$ cat src/rtl/i2a_pkg.sv
`timescale 1ns / 1ps

package i2a_pkg;

  localparam int WordBits      = 32;
  localparam int DigitCount    = 10;
  localparam int BcdBits       = 4 * DigitCount;
  localparam int StepsPerStage = 4;
  localparam int StageCount    = WordBits / StepsPerStage;
  localparam int CharBits      = 7;
  localparam int IndexBits     = 4;

  localparam logic CMD_DEC = 1'b0;
  localparam logic CMD_HEX = 1'b1;

  localparam logic [CharBits-1:0] CH_ZERO    = 7'h30;
  localparam logic [CharBits-1:0] CH_LOWER_A = 7'h61;
  localparam logic [CharBits-1:0] CH_MINUS   = 7'h2d;

  // word being converted: bin shifts out msb first into the digit register
  typedef struct packed {
    logic                hex;
    logic                neg;
    logic [WordBits-1:0] bin;
    logic [BcdBits-1:0]  bcd;
  } conv_t;

  // one double-dabble step; hex mode skips the add-3 so nibbles stay binary
  function automatic conv_t dabble_step(conv_t c);
    conv_t      r;
    logic [3:0] dg;
    r = c;
    for (int i = 0; i < DigitCount; i++) begin
      dg = r.bcd[4*i +: 4];
      if (!r.hex && dg >= 4'd5) begin
        r.bcd[4*i +: 4] = dg + 4'd3;
      end
    end
    r.bcd = {r.bcd[BcdBits-2:0], r.bin[WordBits-1]};
    r.bin = {r.bin[WordBits-2:0], 1'b0};
    return r;
  endfunction

  function automatic logic [CharBits-1:0] digit_char(logic [3:0] d);
    logic [CharBits-1:0] r;
    if (d < 4'd10) begin
      r = CH_ZERO + {3'b000, d};
    end else begin
      r = CH_LOWER_A + {3'b000, d} - 7'd10;
    end
    return r;
  endfunction

endpackage

$ cat src/rtl/i2a_in_if.sv
`timescale 1ns / 1ps

interface i2a_in_if;
  logic        valid;
  logic        ready;
  logic        command;
  logic [31:0] value;

  modport source (output valid, output command, output value, input ready);
  modport sink   (input valid, input command, input value, output ready);
endinterface

$ cat src/rtl/i2a_out_if.sv
`timescale 1ns / 1ps

interface i2a_out_if;
  logic       valid;
  logic       ready;
  logic [6:0] char_code;
  logic [3:0] char_index;
  logic       last_char;

  modport source (output valid, output char_code, output char_index, output last_char,
                  input ready);
  modport sink   (input valid, input char_code, input char_index, input last_char,
                  output ready);
endinterface

$ cat src/rtl/i2a_front.sv
`timescale 1ns / 1ps

module i2a_front
  import i2a_pkg::*;
(
  input  logic      clk,
  input  logic      rst,
  i2a_in_if.sink    in_ch,
  output logic      out_valid,
  input  logic      out_ready,
  output conv_t     out_data
);

  logic  valid;
  conv_t data;
  conv_t data_next;
  logic  neg;

  // unsigned negation also covers the most negative value
  always_comb begin
    neg                = (in_ch.command == CMD_DEC) && in_ch.value[WordBits-1];
    data_next.hex      = (in_ch.command == CMD_HEX);
    data_next.neg      = neg;
    data_next.bin      = neg ? (~in_ch.value + 32'd1) : in_ch.value;
    data_next.bcd      = '0;
  end

  assign in_ch.ready = !valid || out_ready;

  always_ff @(posedge clk) begin
    if (rst) begin
      valid <= 1'b0;
    end else if (in_ch.ready) begin
      valid <= in_ch.valid;
    end
  end

  always_ff @(posedge clk) begin
    if (in_ch.valid && in_ch.ready) begin
      data <= data_next;
    end
  end

  assign out_valid = valid;
  assign out_data  = data;

endmodule

$ cat src/rtl/i2a_dabble_stage.sv
`timescale 1ns / 1ps

module i2a_dabble_stage
  import i2a_pkg::*;
(
  input  logic  clk,
  input  logic  rst,
  input  logic  in_valid,
  output logic  in_ready,
  input  conv_t in_data,
  output logic  out_valid,
  input  logic  out_ready,
  output conv_t out_data
);

  logic  valid;
  conv_t data;
  conv_t data_next;

  always_comb begin
    data_next = in_data;
    for (int s = 0; s < StepsPerStage; s++) begin
      data_next = dabble_step(data_next);
    end
  end

  assign in_ready = !valid || out_ready;

  always_ff @(posedge clk) begin
    if (rst) begin
      valid <= 1'b0;
    end else if (in_ready) begin
      valid <= in_valid;
    end
  end

  always_ff @(posedge clk) begin
    if (in_valid && in_ready) begin
      data <= data_next;
    end
  end

  assign out_valid = valid;
  assign out_data  = data;

endmodule

$ cat src/rtl/i2a_serializer.sv
`timescale 1ns / 1ps

module i2a_serializer
  import i2a_pkg::*;
(
  input  logic      clk,
  input  logic      rst,
  input  logic      in_valid,
  output logic      in_ready,
  input  conv_t     in_data,
  i2a_out_if.source out_ch
);

  logic                 busy;
  logic                 minus_pend;
  logic [3:0]           ptr;
  logic [IndexBits-1:0] idx;
  logic [3:0]           digs [DigitCount];

  logic                 ovalid;
  logic [CharBits-1:0]  ochar;
  logic [IndexBits-1:0] oidx;
  logic                 olast;

  logic [3:0]           top_digit;
  logic                 advance;
  logic                 finishing;
  logic                 load;
  logic [CharBits-1:0]  cur_char;
  logic                 cur_last;

  // highest nonzero digit; zero gives a single digit
  always_comb begin
    top_digit = '0;
    for (int i = 0; i < DigitCount; i++) begin
      if (in_data.bcd[4*i +: 4] != 4'd0) begin
        top_digit = 4'(i);
      end
    end
  end

  assign advance   = busy && (!ovalid || out_ch.ready);
  assign finishing = advance && !minus_pend && (ptr == 4'd0);
  assign in_ready  = !busy || finishing;
  assign load      = in_valid && in_ready;
  assign cur_char  = minus_pend ? CH_MINUS : digit_char(digs[ptr]);
  assign cur_last  = !minus_pend && (ptr == 4'd0);

  always_ff @(posedge clk) begin
    if (rst) begin
      busy   <= 1'b0;
      ovalid <= 1'b0;
    end else begin
      if (advance) begin
        ovalid <= 1'b1;
      end else if (out_ch.ready) begin
        ovalid <= 1'b0;
      end
      if (load) begin
        busy <= 1'b1;
      end else if (finishing) begin
        busy <= 1'b0;
      end
    end
  end

  always_ff @(posedge clk) begin
    if (load) begin
      minus_pend <= in_data.neg;
      ptr        <= top_digit;
      idx        <= '0;
      for (int i = 0; i < DigitCount; i++) begin
        digs[i] <= in_data.bcd[4*i +: 4];
      end
    end else if (advance) begin
      if (minus_pend) begin
        minus_pend <= 1'b0;
      end else if (ptr != 4'd0) begin
        ptr <= ptr - 4'd1;
      end
      idx <= idx + 4'd1;
    end
    if (advance) begin
      ochar <= cur_char;
      oidx  <= idx;
      olast <= cur_last;
    end
  end

  assign out_ch.valid      = ovalid;
  assign out_ch.char_code  = ochar;
  assign out_ch.char_index = oidx;
  assign out_ch.last_char  = olast;

endmodule

$ cat src/rtl/integer_to_ascii_formatter.sv
`timescale 1ns / 1ps

// integer to ascii formatter
// in_ch takes one 32-bit value with a command: decimal prints it signed with a
// leading minus when negative, hex prints it unsigned in lower case with no
// leading zeros. out_ch gives the characters most significant first, one per
// transfer, with char_index counting from 0 and last_char on the final one.
// the conversion is a pipeline: an input register, eight double-dabble stages
// of four shift steps each, and a serializer with an output register.
// a value's first character passes the input register, the stage registers, the
// serializer's digit register and its output register. while out_ch accepts,
// the serializer sends one character per cycle; a value has 1 to 11 characters
// in decimal, 1 to 8 in hex. up to eleven values can be in flight; in_ch ready
// drops once they back up. when out_ch stalls, the output register holds its
// character and full stages behind it hold; nothing is lost or repeated.
// reset (synchronous, active high) empties the pipeline and the serializer.
module integer_to_ascii_formatter
  import i2a_pkg::*;
(
  input  logic      clk,
  input  logic      rst,
  i2a_in_if.sink    in_ch,
  i2a_out_if.source out_ch
);

  logic  stg_valid [StageCount+1];
  logic  stg_ready [StageCount+1];
  conv_t stg_data  [StageCount+1];

  i2a_front u_front (
    .clk       (clk),
    .rst       (rst),
    .in_ch     (in_ch),
    .out_valid (stg_valid[0]),
    .out_ready (stg_ready[0]),
    .out_data  (stg_data[0])
  );

  for (genvar g = 0; g < StageCount; g++) begin : g_stage
    i2a_dabble_stage u_stage (
      .clk       (clk),
      .rst       (rst),
      .in_valid  (stg_valid[g]),
      .in_ready  (stg_ready[g]),
      .in_data   (stg_data[g]),
      .out_valid (stg_valid[g+1]),
      .out_ready (stg_ready[g+1]),
      .out_data  (stg_data[g+1])
    );
  end

  i2a_serializer u_ser (
    .clk      (clk),
    .rst      (rst),
    .in_valid (stg_valid[StageCount]),
    .in_ready (stg_ready[StageCount]),
    .in_data  (stg_data[StageCount]),
    .out_ch   (out_ch)
  );

  a_minus_leads: assert property (@(posedge clk) disable iff (rst)
    out_ch.valid && out_ch.char_code == CH_MINUS
      |-> out_ch.char_index == 4'd0 && !out_ch.last_char)
    else $error("minus sign not at start of run");

  a_index_range: assert property (@(posedge clk) disable iff (rst)
    out_ch.valid |-> out_ch.char_index <= 4'd10)
    else $error("character index out of range");

  a_char_set: assert property (@(posedge clk) disable iff (rst)
    out_ch.valid |->
      (out_ch.char_code >= CH_ZERO && out_ch.char_code <= CH_ZERO + 7'd9) ||
      (out_ch.char_code >= CH_LOWER_A && out_ch.char_code <= CH_LOWER_A + 7'd5) ||
      out_ch.char_code == CH_MINUS)
    else $error("character outside digit set");

  a_load_after_last: assert property (@(posedge clk) disable iff (rst)
    out_ch.valid && out_ch.ready && !out_ch.last_char |=> out_ch.valid)
    else $error("gap inside a character run");

endmodule
$ cat src/flat_wrapper.sv
// flat-port wrapper written by rule: the top's interface ports become plain ports
module integer_to_ascii_formatter_flat import i2a_pkg::*;
  (clk, rst, in_ch_valid, in_ch_command, in_ch_value, in_ch_ready, out_ch_valid, out_ch_char_code, out_ch_char_index, out_ch_last_char, out_ch_ready);
  i2a_in_if in_ch_i ();
  i2a_out_if out_ch_i ();
  input  logic clk;
  input  logic rst;
  input wire logic [$bits(in_ch_i.valid)-1:0] in_ch_valid;
  input wire logic [$bits(in_ch_i.command)-1:0] in_ch_command;
  input wire logic [$bits(in_ch_i.value)-1:0] in_ch_value;
  output wire logic [$bits(in_ch_i.ready)-1:0] in_ch_ready;
  output wire logic [$bits(out_ch_i.valid)-1:0] out_ch_valid;
  output wire logic [$bits(out_ch_i.char_code)-1:0] out_ch_char_code;
  output wire logic [$bits(out_ch_i.char_index)-1:0] out_ch_char_index;
  output wire logic [$bits(out_ch_i.last_char)-1:0] out_ch_last_char;
  input wire logic [$bits(out_ch_i.ready)-1:0] out_ch_ready;
  assign in_ch_i.valid = in_ch_valid;
  assign in_ch_i.command = in_ch_command;
  assign in_ch_i.value = in_ch_value;
  assign in_ch_ready = in_ch_i.ready;
  assign out_ch_valid = out_ch_i.valid;
  assign out_ch_char_code = out_ch_i.char_code;
  assign out_ch_char_index = out_ch_i.char_index;
  assign out_ch_last_char = out_ch_i.last_char;
  assign out_ch_i.ready = out_ch_ready;
  integer_to_ascii_formatter u_core (.clk(clk), .rst(rst), .in_ch(in_ch_i), .out_ch(out_ch_i));
endmodule
$ cat config.mk
export PLATFORM = sky130hd
export DESIGN_NAME = integer_to_ascii_formatter_flat
export DESIGN_NICKNAME = d
export VERILOG_FILES = /design/src/rtl/i2a_pkg.sv /design/src/rtl/i2a_in_if.sv /design/src/rtl/i2a_out_if.sv /design/src/rtl/i2a_front.sv /design/src/rtl/i2a_dabble_stage.sv /design/src/rtl/i2a_serializer.sv /design/src/rtl/integer_to_ascii_formatter.sv /design/src/flat_wrapper.sv
export SDC_FILE = /design/constraint.sdc
export NUM_CORES = 1
export LEC_CHECK = 0
export BUFFER_PORTS_ARGS = -buffer_cell sky130_fd_sc_hd__buf_2
export CORE_ASPECT_RATIO = 1.25
export CORE_MARGIN = 2
export CORE_UTILIZATION = 55
export CTS_CLUSTER_DIAMETER = 50
export DETAILED_ROUTE_END_ITERATION = 12
export GPL_TIMING_DRIVEN = 1
export PLACE_DENSITY = 0.71
export SKIP_CTS_REPAIR_TIMING = 1
export SYNTH_ARGS = -nofsm -noshare
export SYNTH_HDL_FRONTEND = slang
export SYNTH_HIERARCHICAL = 1
export SYNTH_SLANG_ARGS = --single-unit
$ cat constraint.sdc
create_clock -name clk -period 11.7 [get_ports clk]
set_clock_uncertainty 0.2 [all_clocks]
set_input_delay 0.585 -clock clk [delete_from_list [all_inputs] [get_ports clk]]
set_output_delay 0.585 -clock clk [all_outputs]
set_load 0.02 [all_outputs]
==> results.ini <==
[timing]
maxSlewViolCount = 0
period_needed_ns = 6.385
period_share_pct = 54.58
setup_slack_ns = 5.315
grt_setup_unrepaired = false
setup_viol = 0
hold_viol_final = 0
max_freq_mhz = 156.6
relSlewSlack_pct = 21.88
tns_ns = 0
max_slew.worst_pin.slew_ns = 1.163

[critical_path]
startpoint_type = flip-flop
critPathKind = flip-flop to flip-flop
crit_required_ns = 11.89
crit_path_end_kind = flip-flop
cp-startpoint = u_core/g_stage[5].u_stage/out_data[73]$_DFFE_PP_
cp_slowest_stage_delay_ns = 0.67
r2r_start = u_core/g_stage[5].u_stage/out_data[73]$_DFFE_PP_
worst-path-max-fanout = 155
slowest_stage = a221oi_1
worstPathArrival_ns = 6.58

[place]
globalplace.congestion = 0.8941
port_buffers = 50
dp_slack_ns = 5.459
dpl_cell_area_um2 = 62800
hpwl_mm = 104.8

[cts]
clk_pin_slew_ns = 0.05
cts_max_level = 3
clkLatencyLatePin_ns = 0.67
cts_tree = yes
numCtsBuffers = 77
cts_root_buf = clkbuf_16
clock_sinks = 557
cts_buffer_depth = 3

[global_routing]
grt_usage_pct = 23.41
grt_pass1_wl_mm = 236.4
antenna_found_initial = 0
grt_max_degree = 156
grt_pass1_vias = 50243
grt_overflow_total = 0

[power_and_ir_drop]
p_switching_mw = 2.225
power_frac_seq_pct = 35.0
irDropWorstVdd_mv = 0.1127
p_per_area_nw_per_um2 = 102.5
p_comb_share_pct = 30.0
power.total_mw = 6.707
pwr-share-clk_pct = 35.0
cellLeakagePower_nw = 24.18
internal_power_mw = 4.482
p_sw_share_pct = 33.17

[floorplan]
boundaryPins = 51
dieHeight_um = 380.1
core_um2 = 112800
die_w_um = 304.9
initial_core_util_pct = 55.21
die-area_um2 = 115900
rows = 138

[drt]
drtPass1Iterations = 6
drc = 0
totalWireLength_mm = 141.5
wl_per_cell_um = 16.46
drt_iter0_drc = 3675
num_vias = 53893
avgViaCountPerCell = 6.272
detail-route-antenna-nets = 0

[outcome]
status = finished, final reports clean

[synth]
synth.avg_cell_area_um2 = 8.621
ys_warn_count = 6
syn_inst = 7221
synth_area_um2 = 62250

[min_path]
hp-start = rst
min_path_type = input pin to flip-flop

[finish]
nets = 7420
final_layout_size_suffix_gt1_share_pct = 11.05
nFillCells = 9924
area.growth.synth_to_final_pct = 5.123
fin_area_um2 = 65440
antenna_cells = 0

[flow_run]
cap_violations = 0

[metal layers]
metal  up-vias  track usage (%)  wire length [um]
li1      26865                -                 -
met1     25699            27.29             58730
met2      1096            44.44             74390
met3       233            2.350              4678
met4         0            7.572              3653
met5         -                0                 0
[worst paths after layout]
kind	endpoint	slack, ns	cells past startpoint
hold reg to reg	u_core/u_ser/digs[0][2]$_DFFE_PP_	0.21	0
setup / recovery	u_core/g_stage[6].u_stage/out_data[37]$_DFFE_PP_	5.31	25
hold / removal	u_core/u_ser/out_ch.valid$_SDFFE_PP0P_	0.04	2
setup reg to reg	u_core/g_stage[6].u_stage/out_data[37]$_DFFE_PP_	5.31	25
[registers in the layout (all words and copies together), names as in the netlist, named ones only]
| name | count |
|---|---|
| u_core/u_ser/out_ch.char_code | 7 |
| u_core/u_front/out_data | 34 |
| u_core/u_ser/minus_pend | 1 |
| u_core/g_stage.u_stage/out_valid | 8 |
| u_core/u_ser/out_ch.last_char | 1 |
| u_core/g_stage.u_stage/out_data | 447 |
| u_core/u_ser/ptr | 4 |
| u_core/u_ser/out_ch.valid | 1 |
| u_core/u_ser/busy | 1 |
| u_core/u_ser/out_ch.char_index | 4 |
| u_core/u_ser/idx | 4 |
| u_core/u_front/out_valid | 1 |
| u_core/u_ser/digs | 40 |
[layout make-up]
type | count | area [um2] | share of cell area (%)
Multi-Input combinational cell | 5882 | 42150 | 64.41
Sequential cell | 557 | 16540 | 25.27
Clock inverter | 54 | 604.3 | 0.9235
Timing Repair Buffer | 93 | 615.6 | 0.9407
Inverter | 447 | 1678 | 2.564
Tap cell | 1470 | 1839 | 2.811
Clock buffer | 90 | 2016 | 3.080
[cell usage in the layout, fill, tap and decap left out, types with 77 or more instances in the layout]
master       n
a31oi_1    116
o31ai_1     85
ha_1       325
nor2_1     601
clkbuf_16   77
o21ai_0    335
o21ai_1    100
nand2_1    530
edfxtp_1   538
nor3_1     148
a21o_1      90
xnor2_1    250
a211oi_1    79
inv_1      410
o211ai_1   110
nand3_1    118
nand2b_1   236
mux2i_1    206
nor2b_1    188
and2_1      91
mux2_2     112
a21oi_1    469
[power groups by stage]
| stage | registers (mW) | logic [mW] | clock network (mW) |
|---|---|---|---|
| global route | 2.35 | 2.25 | 2.48 |
| detailed placement | 2.39 | 1.91 | 0 |
| CTS | 2.35 | 1.92 | 2.40 |
| finish | 2.35 | 2.01 | 2.35 |
| global placement | 2.39 | 1.86 | 0 |
| floorplan | 2.37 | 1.66 | 0 |
[through the flow]
step | hold slack (ns) | utilization, % | std cells
final | 0.04260 | 58.04 | 8593
after global routing | 0.02079 | 58.04 | 8593
after CTS | -0.09382 | 58.02 | 8591
after detailed placement | 0.2045 | 55.70 | 8447
after global placement | 0.2009 | 55.70 | 8447
after floorplan | 0.2003 | - | 7260
[critical path: cells and delay by family (launching register included)]
family	cells	cell delay (ns)
AOI/OAI and AO/OA	4	1.41
buffers and inverters	6	1.30
and+or+nand+nor	8	1.16
xor gates and xnor gates	4	0.87
adders and majority gates	3	0.70
DFF	1	0.37
Power figures use the tool's default switching activity.
